$ cat config.mk
export PLATFORM = sky130hd
export DESIGN_NAME = circular_list_deque_with_search
export DESIGN_NICKNAME = d
export VERILOG_FILES = /design/src/clds_pkg.sv /design/src/clds_ram.sv /design/src/clds_ctrl.sv /design/src/circular_list_deque_with_search.sv
export SDC_FILE = /design/constraint.sdc
export NUM_CORES = 1
export LEC_CHECK = 0
export BUFFER_PORTS_ARGS = -buffer_cell sky130_fd_sc_hd__buf_4
export CELL_PAD_IN_SITES_DETAIL_PLACEMENT = 1
export CELL_PAD_IN_SITES_GLOBAL_PLACEMENT = 2
export CORE_MARGIN = 2
export CORE_UTILIZATION = 49
export DETAILED_ROUTE_END_ITERATION = 8
export PLACE_DENSITY = 0.79
export SLEW_MARGIN = 20
export SYNTH_ARGS = -nofsm -noshare
export SYNTH_HDL_FRONTEND = slang
export SYNTH_SLANG_ARGS = --single-unit
$ cat constraint.sdc
create_clock -name i_clk -period 6.25 [get_ports i_clk]
set_clock_uncertainty 0.1 [all_clocks]
set_input_delay 0.3125 -clock i_clk [delete_from_list [all_inputs] [get_ports i_clk]]
set_output_delay 0.3125 -clock i_clk [all_outputs]
set_load 0.1 [all_outputs]
$ cat src/clds_pkg.sv
// clds_pkg: shared types and codes for the circular list deque with search
// depends on nothing; used by clds_ram, clds_ctrl and circular_list_deque_with_search
`timescale 1ns / 1ps

package clds_pkg;

    localparam int DataW   = 32;
    localparam int ReqW    = 3;
    localparam int StatusW = 2;
    localparam int PosW    = 4;
    localparam int OccW    = 5;

    typedef logic [ReqW-1:0] t_req;

    localparam t_req REQ_INS_FRONT = 3'd0;
    localparam t_req REQ_INS_BACK  = 3'd1;
    localparam t_req REQ_REM_FRONT = 3'd2;
    localparam t_req REQ_REM_BACK  = 3'd3;
    localparam t_req REQ_REM_VALUE = 3'd4;
    localparam t_req REQ_SEARCH    = 3'd5;

    typedef enum logic [StatusW-1:0] {
        ST_OK       = 2'd0,
        ST_FULL     = 2'd1,
        ST_EMPTY    = 2'd2,
        ST_NOTFOUND = 2'd3
    } t_status;

    typedef enum logic [2:0] {
        S_IDLE,
        S_DECODE,
        S_FETCH,
        S_SCAN,
        S_SHIFT,
        S_DONE
    } t_state;

    typedef struct packed {
        t_status                   status;
        logic signed [DataW-1:0]   removed_value;
        logic [PosW-1:0]           position;
        logic [OccW-1:0]           occupancy;
    } t_result;

    typedef struct packed {
        logic idle;
        logic done;
    } t_ctrl_sts;

endpackage

$ cat src/clds_ram.sv
// clds_ram: entry store, one write port and one read port with registered read data
// depends on clds_pkg for the data width
`timescale 1ns / 1ps

module clds_ram #(
    parameter int DEPTH = 16
) (
    input  logic                          i_clk,
    input  logic                          i_we,
    input  logic [$clog2(DEPTH)-1:0]      i_waddr,
    input  logic [clds_pkg::DataW-1:0]    i_wdata,
    input  logic [$clog2(DEPTH)-1:0]      i_raddr,
    output logic [clds_pkg::DataW-1:0]    o_rdata
);

    logic [clds_pkg::DataW-1:0] r_mem [DEPTH];
    logic [clds_pkg::DataW-1:0] r_rdata;

    always_ff @(posedge i_clk) begin
        if (i_we) begin
            r_mem[i_waddr] <= i_wdata;
        end
    end

    always_ff @(posedge i_clk) begin
        r_rdata <= r_mem[i_raddr];
    end

    assign o_rdata = r_rdata;

endmodule

$ cat src/clds_ctrl.sv
// clds_ctrl: request sequencer, slot address adders, match compare and the entry store
// depends on clds_pkg and clds_ram
`timescale 1ns / 1ps

module clds_ctrl #(
    parameter int CAPACITY = 16
) (
    input  logic                          i_clk,
    input  logic                          i_rst_n,
    input  logic                          i_start,
    input  clds_pkg::t_req                i_req_type,
    input  logic [clds_pkg::DataW-1:0]    i_value,
    input  logic                          i_out_free,
    output clds_pkg::t_ctrl_sts           o_sts,
    output clds_pkg::t_result             o_result
);

    localparam int AW = $clog2(CAPACITY);
    localparam int CW = $clog2(CAPACITY + 1);

    clds_pkg::t_state  r_state, n_state;
    clds_pkg::t_req    r_req;
    clds_pkg::t_status r_status, n_status;

    logic [clds_pkg::DataW-1:0] r_value;
    logic [clds_pkg::DataW-1:0] r_removed, n_removed;
    logic [AW-1:0]              r_head, n_head;
    logic [CW-1:0]              r_count, n_count;
    logic [AW-1:0]              r_idx, n_idx;
    logic [AW-1:0]              r_pos, n_pos;

    logic                       w_we;
    logic [CW:0]                w_woff;
    logic [CW:0]                w_roff;
    logic [AW-1:0]              w_waddr;
    logic [AW-1:0]              w_raddr;
    logic [clds_pkg::DataW-1:0] w_wdata;
    logic [clds_pkg::DataW-1:0] w_rdata;

    logic                       w_full;
    logic                       w_empty;
    logic                       w_match;
    logic [CW:0]                w_idx_p1;
    logic [CW:0]                w_idx_p2;
    logic                       w_scan_last;
    logic                       w_shift_last;
    logic [AW+clds_pkg::PosW-1:0] w_pos_ext;
    logic [CW+clds_pkg::OccW-1:0] w_occ_ext;

    // head plus offset, folded back into the ring (sum stays below twice the capacity)
    function automatic logic [AW-1:0] f_slot(input logic [CW+1:0] sum);
        logic [CW+1:0] folded;
        folded = (sum >= (CW+2)'(CAPACITY)) ? sum - (CW+2)'(CAPACITY) : sum;
        return folded[AW-1:0];
    endfunction

    assign w_full       = (r_count == CW'(CAPACITY));
    assign w_empty      = (r_count == '0);
    assign w_match      = (w_rdata == r_value);
    assign w_idx_p1     = (CW+1)'(r_idx) + (CW+1)'(1);
    assign w_idx_p2     = (CW+1)'(r_idx) + (CW+1)'(2);
    assign w_scan_last  = (w_idx_p1 >= {1'b0, r_count});
    assign w_shift_last = (w_idx_p2 >= {1'b0, r_count});

    assign w_waddr = f_slot((CW+2)'(r_head) + (CW+2)'(w_woff));
    assign w_raddr = f_slot((CW+2)'(r_head) + (CW+2)'(w_roff));

    clds_ram #(
        .DEPTH (CAPACITY)
    ) u_ram (
        .i_clk   (i_clk),
        .i_we    (w_we),
        .i_waddr (w_waddr),
        .i_wdata (w_wdata),
        .i_raddr (w_raddr),
        .o_rdata (w_rdata)
    );

    // next state
    always_comb begin
        n_state = r_state;
        case (r_state)
            clds_pkg::S_IDLE: begin
                if (i_start) begin
                    n_state = clds_pkg::S_DECODE;
                end
            end
            clds_pkg::S_DECODE: begin
                case (r_req)
                    clds_pkg::REQ_REM_FRONT,
                    clds_pkg::REQ_REM_BACK: begin
                        n_state = w_empty ? clds_pkg::S_DONE : clds_pkg::S_FETCH;
                    end
                    clds_pkg::REQ_REM_VALUE,
                    clds_pkg::REQ_SEARCH: begin
                        n_state = w_empty ? clds_pkg::S_DONE : clds_pkg::S_SCAN;
                    end
                    default: begin
                        n_state = clds_pkg::S_DONE;
                    end
                endcase
            end
            clds_pkg::S_FETCH: begin
                n_state = clds_pkg::S_DONE;
            end
            clds_pkg::S_SCAN: begin
                if (w_match) begin
                    n_state = (r_req == clds_pkg::REQ_REM_VALUE && !w_scan_last)
                            ? clds_pkg::S_SHIFT : clds_pkg::S_DONE;
                end else if (w_scan_last) begin
                    n_state = clds_pkg::S_DONE;
                end
            end
            clds_pkg::S_SHIFT: begin
                if (w_shift_last) begin
                    n_state = clds_pkg::S_DONE;
                end
            end
            clds_pkg::S_DONE: begin
                if (i_out_free) begin
                    n_state = clds_pkg::S_IDLE;
                end
            end
            default: begin
                n_state = clds_pkg::S_IDLE;
            end
        endcase
    end

    // datapath and store control
    always_comb begin
        n_head    = r_head;
        n_count   = r_count;
        n_idx     = r_idx;
        n_pos     = r_pos;
        n_status  = r_status;
        n_removed = r_removed;
        w_we      = 1'b0;
        w_woff    = '0;
        w_roff    = '0;
        w_wdata   = r_value;
        case (r_state)
            clds_pkg::S_DECODE: begin
                n_status  = clds_pkg::ST_OK;
                n_removed = '0;
                n_pos     = '0;
                n_idx     = '0;
                case (r_req)
                    clds_pkg::REQ_INS_FRONT: begin
                        if (w_full) begin
                            n_status = clds_pkg::ST_FULL;
                        end else begin
                            // one slot before the head, wrapping
                            w_woff  = (CW+1)'(CAPACITY - 1);
                            w_we    = 1'b1;
                            n_head  = f_slot((CW+2)'(r_head) + (CW+2)'(CAPACITY - 1));
                            n_count = r_count + CW'(1);
                        end
                    end
                    clds_pkg::REQ_INS_BACK: begin
                        if (w_full) begin
                            n_status = clds_pkg::ST_FULL;
                        end else begin
                            w_woff  = {1'b0, r_count};
                            w_we    = 1'b1;
                            n_count = r_count + CW'(1);
                        end
                    end
                    clds_pkg::REQ_REM_FRONT,
                    clds_pkg::REQ_REM_VALUE: begin
                        if (w_empty) begin
                            n_status = clds_pkg::ST_EMPTY;
                        end
                    end
                    clds_pkg::REQ_REM_BACK: begin
                        if (w_empty) begin
                            n_status = clds_pkg::ST_EMPTY;
                        end else begin
                            w_roff = {1'b0, r_count} - (CW+1)'(1);
                        end
                    end
                    clds_pkg::REQ_SEARCH: begin
                        if (w_empty) begin
                            n_status = clds_pkg::ST_NOTFOUND;
                        end
                    end
                    default: begin
                    end
                endcase
            end
            clds_pkg::S_FETCH: begin
                n_removed = w_rdata;
                n_count   = r_count - CW'(1);
                if (r_req == clds_pkg::REQ_REM_FRONT) begin
                    n_head = f_slot((CW+2)'(r_head) + (CW+2)'(1));
                end
            end
            clds_pkg::S_SCAN: begin
                // read of the next entry overlaps the compare of this one
                w_roff = w_idx_p1;
                if (w_match) begin
                    n_pos = r_idx;
                    if (r_req == clds_pkg::REQ_REM_VALUE) begin
                        n_removed = w_rdata;
                        if (w_scan_last) begin
                            n_count = r_count - CW'(1);
                        end
                    end
                end else if (w_scan_last) begin
                    n_status = clds_pkg::ST_NOTFOUND;
                end else begin
                    n_idx = r_idx + AW'(1);
                end
            end
            clds_pkg::S_SHIFT: begin
                // pull the entry behind into this slot, fetch the one after it
                w_we    = 1'b1;
                w_woff  = (CW+1)'(r_idx);
                w_wdata = w_rdata;
                w_roff  = w_idx_p2;
                n_idx   = r_idx + AW'(1);
                if (w_shift_last) begin
                    n_count = r_count - CW'(1);
                end
            end
            default: begin
            end
        endcase
    end

    always_ff @(posedge i_clk) begin
        if (!i_rst_n) begin
            r_state <= clds_pkg::S_IDLE;
            r_head  <= '0;
            r_count <= '0;
        end else begin
            r_state <= n_state;
            r_head  <= n_head;
            r_count <= n_count;
        end
    end

    always_ff @(posedge i_clk) begin
        if (r_state == clds_pkg::S_IDLE && i_start) begin
            r_req   <= i_req_type;
            r_value <= i_value;
        end
        r_idx     <= n_idx;
        r_pos     <= n_pos;
        r_status  <= n_status;
        r_removed <= n_removed;
    end

    assign w_pos_ext = (AW+clds_pkg::PosW)'(r_pos);
    assign w_occ_ext = (CW+clds_pkg::OccW)'(r_count);

    assign o_sts.idle = (r_state == clds_pkg::S_IDLE);
    assign o_sts.done = (r_state == clds_pkg::S_DONE) && i_out_free;

    assign o_result.status        = r_status;
    assign o_result.removed_value = r_removed;
    assign o_result.position      = w_pos_ext[clds_pkg::PosW-1:0];
    assign o_result.occupancy     = w_occ_ext[clds_pkg::OccW-1:0];

endmodule

$ cat src/circular_list_deque_with_search.sv
// circular_list_deque_with_search: top level, request handshake, result register, checks
// depends on clds_pkg and clds_ctrl (which holds clds_ram)
`timescale 1ns / 1ps

// channel   direction  handshake           payload
// request   in         i_valid / o_ready   i_req_type, i_value
// result    out        o_valid / i_ready   o_status, o_removed_value, o_position, o_occupancy
//
// from accept to result loaded: insert and unused codes pass decode and done; remove front/back
// adds a fetch, search a scan from the head to the hit (through every entry on a miss), and
// remove value then compacts the entries behind the hit; scan and compaction together walk
// each entry once through the single read port
// reset (synchronous, active low) empties the list; entry contents are not cleared
// a new request is taken as soon as the sequencer is idle, even while the last result
// still waits in the output register; the sequencer holds only if that register is full

module circular_list_deque_with_search #(
    parameter int CAPACITY = 16
) (
    input  logic                                 i_clk,
    input  logic                                 i_rst_n,
    input  logic                                 i_valid,
    output logic                                 o_ready,
    input  logic [clds_pkg::ReqW-1:0]            i_req_type,
    input  logic signed [clds_pkg::DataW-1:0]    i_value,
    output logic                                 o_valid,
    input  logic                                 i_ready,
    output logic [clds_pkg::StatusW-1:0]         o_status,
    output logic signed [clds_pkg::DataW-1:0]    o_removed_value,
    output logic [clds_pkg::PosW-1:0]            o_position,
    output logic [clds_pkg::OccW-1:0]            o_occupancy
);

    clds_pkg::t_ctrl_sts w_sts;
    clds_pkg::t_result   w_result;
    clds_pkg::t_result   r_result;
    logic                r_out_valid;
    logic                w_start;
    logic                w_out_free;

    // request accepted whenever the sequencer is idle
    assign o_ready    = w_sts.idle;
    assign w_start    = i_valid && w_sts.idle;
    // result register can take a new item if empty or being drained this cycle
    assign w_out_free = !r_out_valid || i_ready;

    clds_ctrl #(
        .CAPACITY (CAPACITY)
    ) u_ctrl (
        .i_clk      (i_clk),
        .i_rst_n    (i_rst_n),
        .i_start    (w_start),
        .i_req_type (i_req_type),
        .i_value    (i_value),
        .i_out_free (w_out_free),
        .o_sts      (w_sts),
        .o_result   (w_result)
    );

    // result valid flag
    always_ff @(posedge i_clk) begin
        if (!i_rst_n) begin
            r_out_valid <= 1'b0;
        end else if (w_sts.done) begin
            r_out_valid <= 1'b1;
        end else if (i_ready) begin
            r_out_valid <= 1'b0;
        end
    end

    // result payload
    always_ff @(posedge i_clk) begin
        if (w_sts.done) begin
            r_result <= w_result;
        end
    end

    assign o_valid         = r_out_valid;
    assign o_status        = r_result.status;
    assign o_removed_value = r_result.removed_value;
    assign o_position      = r_result.position;
    assign o_occupancy     = r_result.occupancy;

`ifndef SYNTHESIS
    // sequencer never overwrites a result that has not been taken
    a_no_overwrite: assert property (@(posedge i_clk) disable iff (!i_rst_n)
        w_sts.done |-> (!r_out_valid || i_ready))
        else $error("result register overwritten");

    // one request at a time: after an accept the sequencer is busy
    a_busy_after_accept: assert property (@(posedge i_clk) disable iff (!i_rst_n)
        (i_valid && o_ready) |=> !o_ready)
        else $error("request accepted while busy");

    // a full report goes with a full list
    a_full_occ: assert property (@(posedge i_clk) disable iff (!i_rst_n)
        (o_valid && o_status == clds_pkg::ST_FULL) |->
            (o_occupancy == clds_pkg::OccW'(CAPACITY)))
        else $error("full status with list not full");

    // an empty report goes with an empty list
    a_empty_occ: assert property (@(posedge i_clk) disable iff (!i_rst_n)
        (o_valid && o_status == clds_pkg::ST_EMPTY) |-> (o_occupancy == '0))
        else $error("empty status with entries held");
`endif

endmodule
Yosys cells after proc, flatten, opt, wreduce, memory -nomap -nowiden. Memories as Yosys holds them, arrays and structs flattened. A register that Yosys moved wholly into a read port is not among the register bits. Index checks and enable logic that the tools add are counted.

Memory bits (read-only): 0. Latch bits: 0. Bits in writable memories: 512. Memories: 1. Register bits: 133. Logic and storage cells: 142.

Memories: u_ctrl.u_ram.r_mem (depth 16, bits a word 32, read ports 1, clocked after Yosys merged registers in 1, write ports 1, RTL line clds_ram.sv:16) `logic [clds_pkg::DataW-1:0] r_mem [DEPTH];`.

Mux-type cells: 55. Eq/ne operators: 25. Reductions and logical operators: 27. Div/mod/pow operators: 0. Multipliers: 0. Bitwise gates (word level): 0. Magnitude comparators: 6. Add/sub/neg operators: 14. Shift operators: 0.

Operators with widths (count): $mux W32 (3); $pmux W32 S3 (1); $mux W4 (11); $mux W5 (7); $eq A32 B32 Y1 (1); $pmux W6 S2 (2); $mux W3 (7); $pmux W5 S4 (1); $pmux W3 S6 (1); $pmux W6 S3 (1); $pmux W4 S2 (2); $sub A4 B1 Y4 const B (4); $add A4 B6 Y7 (2); $ge A7 B5 Y1 const B (2); $ne A2 B1 Y1 const B (7); $eq A3 B2 Y1 const B (4); $eq A3 B3 Y1 const B (4); $ge A6 B5 Y1 (2); $mux W6 (2); $pmux W4 S3 (1); $add A4 B1 Y5 const B (2); $ge A5 B5 Y1 const B (2); $ne A2 B2 Y1 const B (5); $reduce_and A3 Y1 (3); other kinds (28) (50).

Longest topological paths before layout. Gate-level depths: netlist of run 1.

Depth in word-level cells: 7. Depth in mapped cells: 14. Gate-level depth less buffers: 13.

Modules after synthesis. Synthesis of run 1 repeated with hierarchy kept, for this count alone.

Cells, all modules: 1380. Area, all modules: 26336.5 µm².

Modules (own cells, without submodules): clds_ram (area each 19835.3 µm², times used 1, cells an instance 838); clds_ctrl (area each 5154.9 µm², times used 1, cells an instance 494); circular_list_deque_with_search (area each 1346.3 µm², times used 1, cells an instance 48).

Worst setup path after synthesis of run 1. Ideal clock, no wire load.

Kind: register to register. From: register u_ctrl.r_value[7] in the netlist's numbering. To: register u_ctrl.r_removed[0] in the netlist's numbering (enable). Stages on the path, launching flop included: 7. Period minus slack after synthesis: 4473 ps. Setup time: 470 ps. Buffers on the path: 0. Slack: 1777 ps. Arrival: 3902 ps. Path through: edfxtp_1 -> xnor2_1 -> nand4_1 -> nor4_2 -> nand2_1 -> or2_2 -> a211oi_1.

Cells in the longest elaborated chain, start to end: 3.

Ends and longest elaborated chain: start, declared (RTL line clds_ctrl.sv:25) `logic [clds_pkg::DataW-1:0] r_value;`; start signal, assigned (RTL line clds_ctrl.sv:246) `r_value <= i_value;`; $eq A32 B32 Y1 (RTL line clds_ctrl.sv:59) `assign w_match = (w_rdata == r_value);`; $ne A2 B1 Y1 (no source line); $reduce_and A3 Y1 (no source line); end signal, assigned (RTL line clds_ctrl.sv:251) `r_removed <= n_removed;`; end, declared (RTL line clds_ctrl.sv:26) `logic [clds_pkg::DataW-1:0] r_removed, n_removed;`.

No other way between the ends. A chain may end at the register's enable or synchronous reset.

Worst setup path after layout of run 1.
From: register u_ctrl.r_state[2]. To: memory u_ctrl.u_ram.r_mem[15][5] in the netlist's numbering (enable).

Cells in the longest elaborated chain, start to end: 5. Elaborated cells on any way between the ends: 10. Those cells by class: add/sub (2); order compare (1); eq/ne (2); mux (5).

Ends and longest elaborated chain: start, declared (RTL line clds_ctrl.sv:21) `clds_pkg::t_state r_state, n_state;`; start signal, assigned (RTL line clds_ctrl.sv:233) `r_state <= clds_pkg::S_IDLE;`; start signal, assigned (RTL line clds_ctrl.sv:237) `r_state <= n_state;`; $eq A3 B3 Y1 / $eq A3 B1 Y1 (equally long branches) (RTL line clds_ctrl.sv:142) `case (r_state)`; $pmux W6 S2 (RTL line clds_ctrl.sv:142); $add A4 B6 Y7 (RTL line clds_ctrl.sv:65) `assign w_waddr = f_slot((CW+2)'(r_head) + (CW+2)'(w_woff));`; $ge A7 B5 Y1 / $sub A4 B1 Y4 (equally long branches) (RTL line clds_ctrl.sv:53) `folded = (sum >= (CW+2)'(CAPACITY)) ? sum - (CW+2)'(CAPACITY) : sum;`; $mux W4 (RTL line clds_ctrl.sv:53); end, declared (RTL line clds_ram.sv:16).

Parallel ways exist; a longest one is shown, timed or not.

==> results.py, run 1 <==
metrics = {
    "yosys": {
        "yosys-top-cells-area": "edfxtp_1 (72%), mux4_2 (11%), dfxtp_1 (3.4%)",
        "synth_most_common_cell": "edfxtp_1",
        "ys_warn_count": 0,
        "synth_top_area_cell": "edfxtp_1",
        "yosysTopAreaCellShare_pct": 71.75,
        "syn_area_per_cell_um2": 20.31,
        "synth_ff_type": "edfxtp_1",
        "synthTopCellsByCount": "edfxtp_1 (632), mux4_2 (128), nand2_1 (114)",
        "syn-cell-area_um2": 26450,
        "netlist_instances": 1302,
        "synth_edf_count": 632,
        "async_reset_ff_share_pct": 0,
        "yosysUniqueCellTypes": 64,
        "syn_nets": 1370,
        "synth_seq_cells": 677,
        "yosysSeqAreaShare_pct": 75.16,
    },
    "power_and_ir_drop": {
        "switching_share_pct": 31.20,
        "seqPwrFrac_pct": 44.2,
        "power_density_nw_per_um2": 471.0,
        "ir_drop_mv": 0.2488,
        "p_clk_share_pct": 28.7,
        "intPower_w": 0.01002,
        "power.switching_w": 0.004545,
        "combPwrFrac_pct": 27.1,
        "p_total_w": 0.01457,
        "leakagePower_nw": 10.31,
    },
    "cells_and_area": {
        "final_cell_area_um2": 30930,
        "layout-drive-gt1-share_pct": 25.39,
        "areaGrowthSynthToFinish_pct": 16.96,
        "post-route-util_pct": 57.71,
        "num_antenna_cells": 0,
        "fill_cells": 4551,
        "fin_nets": 1546,
    },
    "clock_tree": {
        "cts_setup_buffers": 0,
        "clk_pin_slew_ps": 60,
        "clock_latency_ps": 620,
        "cts_tree": "done",
        "h-tree-depth": 3,
        "numClockSinks": 677,
        "cts_made_buffers": 71,
        "cts_buffer_depth": 3,
        "cts_root_buffer": "clkbuf_16",
    },
    "timing": {
        "worstMarginPinSlew_ps": 1032,
        "finalWorstSetupSlack_ps": 1382,
        "maxSlewHeadroom_pct": 31.18,
        "rsz0062_at_grt": "no",
        "max_freq_ghz": 0.2054,
        "report.final.slew_viol_count": 0,
        "setup_violations": 0,
        "fin_crit_ps": 4868,
        "tns_ps": 0,
        "min_period_over_period_pct": 77.89,
        "finalHoldViolations": 0,
    },
    "drt": {
        "num_vias": 13270,
        "first_pass_iters": 5,
        "wl_per_cell_um": 29.38,
        "ant_nets": 0,
        "drt_iter0_markers": 1121,
        "drc": 0,
        "wirelength_um": 65580,
        "vias_per_cell": 5.946,
    },
    "global_route": {
        "grt.met1_usage_pct": 33.04,
        "grt_max_degree": 63,
        "gr-usage-all-layers_pct": 24.11,
        "grt.busiest_layer": "met2",
        "grtUsageMet2_pct": 38.53,
        "grt_pass1_vias": 14030,
        "overflow": 0,
        "met3_usage_pct": 4.166,
        "grt_pass1_wl_um": 95980,
        "antenna_found_initial": 2,
    },
    "floorplan": {
        "die_x_um": 236.3,
        "die_y_um": 236.3,
        "start_util_pct": 49.34,
        "core-area_um2": 53600,
        "rows": 85,
        "dieArea_um2": 55850,
        "io_pins": 84,
    },
    "setup_path": {
        "critPathRequiredTime_ps": 6440,
        "path_max_fanout": 43,
        "crit_chain": "nor3b_4, buf_4, a32oi_1, o31ai_1, ha_1, a21oi_1, xnor2_1, xor2_1, nand2_1, nor2_4, buf_4",
        "r2r_setup_slack_ps": 1380,
        "cp_common_cell": "buf_4",
        "crit_slowest_cell": "nor2_4",
        "r2r-start": "u_ctrl.r_state[2]",
        "rr_worst_depth": 11,
        "r2r_end": "u_ctrl.u_ram.r_mem[15][5]",
        "cp.arrival_ps": 5060,
        "worstSetupStartpointType": "register",
        "cp-end-kind": "register",
        "cp_slowest_stage_delay_ps": 840,
        "critical_path_class": "register to register",
    },
    "run_status": {
        "status": "completed",
    },
    "placement": {
        "dpl-instance-area_um2": 28250,
        "hpwlAfterDp_um": 37670,
        "post-place-ws_ps": 1447,
        "finalWeightedCongestion": 0.7919,
        "io_buffers": 83,
    },
    "min_path": {
        "hold_path.class": "primary input to register",
        "hold_end": "u_ctrl.r_value[0]",
        "min_path_cells": 2,
        "min_from": "i_valid",
    },
    "run": {
        "maxCapViolCount": 0,
    },
}
[cell families (layout without fill, tap and decap cells)]
family                   after synthesis  after routing  synth area share (%)
AO/OA/AOI/OAI                         65             65                 1.675
XOR/XNOR                              53             53                 1.826
adder cells (fa/ha/maj)               29             29                 1.485
buffers and inverters                 70            304                 1.135
flip-flops                           677            677                 75.16
multiplexers                         161            161                 14.12
AND/OR/NAND/NOR                      247            247                 4.603
[cell usage in the layout, fill, tap and decap left out, drive strengths merged, types with 25 or more instances in the layout]
| cell | instances |
|---|---|
| mux4 | 160 |
| and2 | 37 |
| dlygate4sd3 | 37 |
| ha | 25 |
| nor2 | 41 |
| clkbuf | 94 |
| xnor2 | 46 |
| edfxtp | 632 |
| dfxtp | 45 |
| buf | 120 |
| nand2 | 114 |
[flip-flops by register name (all words and copies together), names as in the netlist]
| signal | count |
|---|---|
| u_ctrl.u_ram.r_mem | 512 |
| o_removed_value | 32 |
| u_ctrl.r_removed | 32 |
| u_ctrl.r_value | 32 |
| u_ctrl.u_ram.o_rdata | 32 |
| o_occupancy | 5 |
| u_ctrl.r_count | 5 |
| o_position | 4 |
| u_ctrl.r_head | 4 |
| u_ctrl.r_idx | 4 |
| u_ctrl.r_pos | 4 |
| u_ctrl.r_req | 3 |
| u_ctrl.r_state | 3 |
| o_status | 2 |
| u_ctrl.r_status | 2 |
| o_valid | 1 |
[per-layer routing]
layer  share of wire, %  up-vias
met1                 41     6977
met4                3.7        0
met2                 48      545
li1                   -     5624
met5                  0        -
met3                6.5      126
[per-stage QoR]
| stage | hold WS, ps | std cells |
|---|---|---|
| floorplan | 300.3 | 1302 |
| global placement | 301.3 | 2064 |
| global route | 259.8 | 2232 |
| CTS | 227.9 | 2232 |
| detailed placement | 305.9 | 2064 |
| finish | 222.4 | 2232 |
[power by group through the flow]
stage | Clock, W | Combinational [W] | Sequential (W)
6_report | 0.00418 | 0.00395 | 0.00643
5_1_grt | 0.00443 | 0.00426 | 0.00648
4_1_cts | 0.00426 | 0.00400 | 0.00643
3_5_place_dp | 0 | 0.00395 | 0.00652
3_3_place_gp | 0 | 0.00382 | 0.00649
2_1_floorplan | 0 | 0.00247 | 0.00663
[final cells by class]
class	count	area (µm²)	share of cell area (%)
Clock inverter	37	334.1	1.080
Sequential cell	677	19880	64.26
Clock buffer	94	1978	6.395
Timing Repair Buffer	157	1371	4.433
Multi-Input combinational cell	555	6441	20.82
Inverter	16	60.06	0.1941
Tap cell	696	870.8	2.815
[how the worst max path moves through the flow]
stage                 startpoint                    endpoint  slack, ps
2_1_floorplan  u_ctrl.r_value[7]         u_ctrl.r_removed[0]       1780
4_1_cts        u_ctrl.r_count[0]    u_ctrl.u_ram.o_rdata[24]       1410
6_report       u_ctrl.r_state[2]   u_ctrl.u_ram.r_mem[15][5]       1380
3_5_place_dp   u_ctrl.r_count[0]    u_ctrl.u_ram.o_rdata[16]       1450
3_3_place_gp   u_ctrl.r_state[0]   u_ctrl.u_ram.r_mem[15][7]       1560
5_1_grt        u_ctrl.r_state[0]  u_ctrl.u_ram.r_mem[15][10]       1070
[repair_timing]
| action | CTS | global route |
|---|---|---|
| resized for setup | 0 | 0 |
| hold buffers | 37 | 0 |
| hold endpoints to repair | 37 | 0 |
[critical path, delay by kind of cell, from the launching register on]
| kind | cells | cell delay [ps] |
|---|---|---|
| compound gates | 3 | 460 |
| xor+xnor | 2 | 440 |
| fa+ha+maj | 1 | 350 |
| buf+inv | 2 | 1050 |
| flops | 1 | 680 |
| simple gates | 3 | 1440 |
(Power assumes the default switching activity.)
==> run 2, diff against run 1 <==
ABC_AREA = 1   (was not set)
CORE_UTILIZATION = 39   (was 49)
PLACE_DENSITY = 0.75   (was 0.79)
clock period = 4.47 ns   (was 6.25 ns; I/O delays follow)
==> results.py, run 2 <==
metrics = {
    "yosys": {
        "ys_warn_count": 0,
        "yosysUniqueCellTypes": 36,
        "syn_area_per_cell_um2": 12.55,
        "syn-cell-area_um2": 27190,
        "async_reset_ff_share_pct": 0,
        "synth_top_area_cell": "edfxtp_1",
        "synthTopCellsByCount": "edfxtp_1 (632), nor2_1 (477), o21ai_0 (304)",
        "netlist_instances": 2166,
        "syn_nets": 2234,
        "yosysTopAreaCellShare_pct": 69.80,
        "yosysSeqAreaShare_pct": 73.12,
        "synth_ff_type": "edfxtp_1",
        "synth_edf_count": 632,
        "synth_seq_cells": 677,
        "yosys-top-cells-area": "edfxtp_1 (70%), nor2_1 (6.6%), o21ai_0 (5.6%)",
        "synth_most_common_cell": "edfxtp_1",
    },
    "power_and_ir_drop": {
        "switching_share_pct": 34.34,
        "seqPwrFrac_pct": 41.2,
        "combPwrFrac_pct": 29.7,
        "power_density_nw_per_um2": 653.6,
        "p_clk_share_pct": 29.1,
        "ir_drop_mv": 0.4177,
        "intPower_w": 0.01390,
        "leakagePower_nw": 11.42,
        "p_total_w": 0.02117,
        "power.switching_w": 0.007269,
    },
    "drt": {
        "wirelength_um": 77700,
        "drc": 0,
        "vias_per_cell": 5.350,
        "wl_per_cell_um": 23.48,
        "first_pass_iters": 5,
        "ant_nets": 0,
        "drt_iter0_markers": 1309,
        "num_vias": 17710,
    },
    "cells_and_area": {
        "fin_nets": 2389,
        "num_antenna_cells": 0,
        "seq_area_um2": 19880,
        "layout_common_cells": "edfxtp_1 (632), nor2_1 (458), o21ai_0 (304)",
        "largest_reg_flops": 512,
        "final_common_cell": "edfxtp_1",
        "layout-drive-gt1-share_pct": 12.95,
        "areaGrowthSynthToFinish_pct": 19.12,
        "top_register": "u_ctrl.u_ram.r_mem",
        "fill_cells": 7053,
        "instances_no_fill": 3310,
        "multi_input_area_um2": 6656,
    },
    "timing": {
        "report.final.slew_viol_count": 0,
        "max_freq_ghz": 0.2455,
        "fin_crit_ps": 4073,
        "setup_violations": 0,
        "tns_ps": 0,
        "rsz0062_at_grt": "no",
        "min_period_over_period_pct": 91.12,
        "finalHoldViolations": 0,
        "maxSlewHeadroom_pct": 27.44,
        "worstMarginPinSlew_ps": 1086,
        "finalWorstSetupSlack_ps": 396.8,
    },
    "clock_tree": {
        "clock_latency_ps": 620,
        "cts_setup_buffers": 0,
        "cts_made_buffers": 74,
        "cts_tree": "done",
        "h-tree-depth": 3,
        "numClockSinks": 677,
        "clk_pin_slew_ps": 60,
        "cts_buffer_depth": 3,
        "cts_root_buffer": "clkbuf_16",
    },
    "placement": {
        "post-place-ws_ps": 239.6,
        "hpwlAfterDp_um": 40660,
        "finalWeightedCongestion": 0.8118,
        "io_buffers": 83,
        "placed_cells": 3137,
    },
    "floorplan": {
        "core-area_um2": 68830,
        "die_x_um": 268.0,
        "rows": 96,
        "dieArea_um2": 71840,
        "die_y_um": 268.0,
        "io_pins": 84,
        "start_util_pct": 39.50,
    },
    "setup_path": {
        "worstSetupStartpointType": "register",
        "crit_slowest_cell": "fa_4",
        "critical_path_class": "register to register",
        "cp_common_cell": "nand2_1",
        "path_max_fanout": 64,
        "critPathRequiredTime_ps": 4930,
        "cp.arrival_ps": 4530,
        "cp-end-kind": "register",
        "crit_chain": "inv_1, ha_1, nand4_1, nand2_1, nor3_4, nand2_1, o211ai_1, ha_4, inv_1, fa_4, buf_16, o21ai_0, o221ai_1, nand4_1, nand2_1",
        "cp_slowest_stage_delay_ps": 900,
    },
    "global_route": {
        "antenna_found_initial": 1,
        "gr-usage-all-layers_pct": 21.62,
        "grt_max_degree": 159,
        "grt_pass1_wl_um": 115200,
        "grt_pass1_vias": 18690,
        "overflow": 0,
    },
    "run_status": {
        "status": "completed",
    },
    "run": {
        "maxCapViolCount": 0,
    },
    "min_path": {
        "hold_path.class": "primary input to register",
    },
}
==> run 2: repair_timing <==
action	CTS	global route
setup endpoints to repair	0	24
gates resized for setup	0	2
endpoints found under the hold margin	48	0
hold buffers	38	0
==> run 2: power groups by stage <==
stage | sequential [W] | combinational, W | clock (W)
3_3_place_gp | 0.00883 | 0.00602 | 0
3_5_place_dp | 0.00886 | 0.00621 | 0
6_report | 0.00872 | 0.00629 | 0.00616
2_1_floorplan | 0.00907 | 0.00368 | 0
4_1_cts | 0.00873 | 0.00628 | 0.00629
5_1_grt | 0.00878 | 0.00700 | 0.00652
==> run 2: critical path, delay by kind of cell (launching register included) <==
kind | cells | cell delay, ps
buf+inv | 3 | 560
compound gates | 3 | 610
flops | 1 | 510
fa+ha+maj | 3 | 1320
simple gates | 6 | 860
==> run 2: final timing paths <==
kind	from	end	slack, ps	depth (start not counted)
max	u_ctrl.r_count[0]	u_ctrl.u_ram.o_rdata[19]	400	15
min	i_value[20]	u_ctrl.r_value[20]	220	2
max reg2reg	u_ctrl.r_count[0]	u_ctrl.u_ram.o_rdata[19]	400	15
min reg2reg	u_ctrl.r_removed[20]	o_removed_value[20]	320	0
==> run 2: area by class of cell <==
class | count | area share, %
flip-flops and latches | 677 | 61.38
multi-input cells | 1275 | 20.55
clock buffers | 103 | 6.463
repair buffers | 197 | 5.787
well taps | 931 | 3.597
inverters | 96 | 1.136
clock inverters | 31 | 1.082
==> run 2: kinds of logic (layout without fill, tap and decap cells) <==
kind of cell | count (synthesis) | after routing | share of synthesized area, %
flops | 677 | 677 | 73.12
xor+xnor | 36 | 36 | 1.160
buf+inv | 214 | 427 | 3.088
compound gates | 399 | 399 | 8.339
simple gates | 811 | 811 | 12.85
fa+ha+maj | 29 | 29 | 1.445
==> run 2: per-stage QoR <==
step	instance area, µm²	hold slack [ps]	util (%)
floorplan	27190	222.4	-
global placement	29530	300.9	42.90
detailed placement	29530	302.8	42.90
CTS	32350	190.0	47.01
global route	32390	204.8	47.06
finish	32390	223.6	47.06
==> run 2: routing by layer <==
layer | up-vias | share of wire [%] | global-route usage [%]
li1 | 8081 | - | -
met1 | 9008 | 44 | 28.68
met2 | 473 | 48 | 35.78
met3 | 147 | 5.3 | 3.345
met4 | 0 | 3.3 | 8.440
met5 | - | 0 | 0
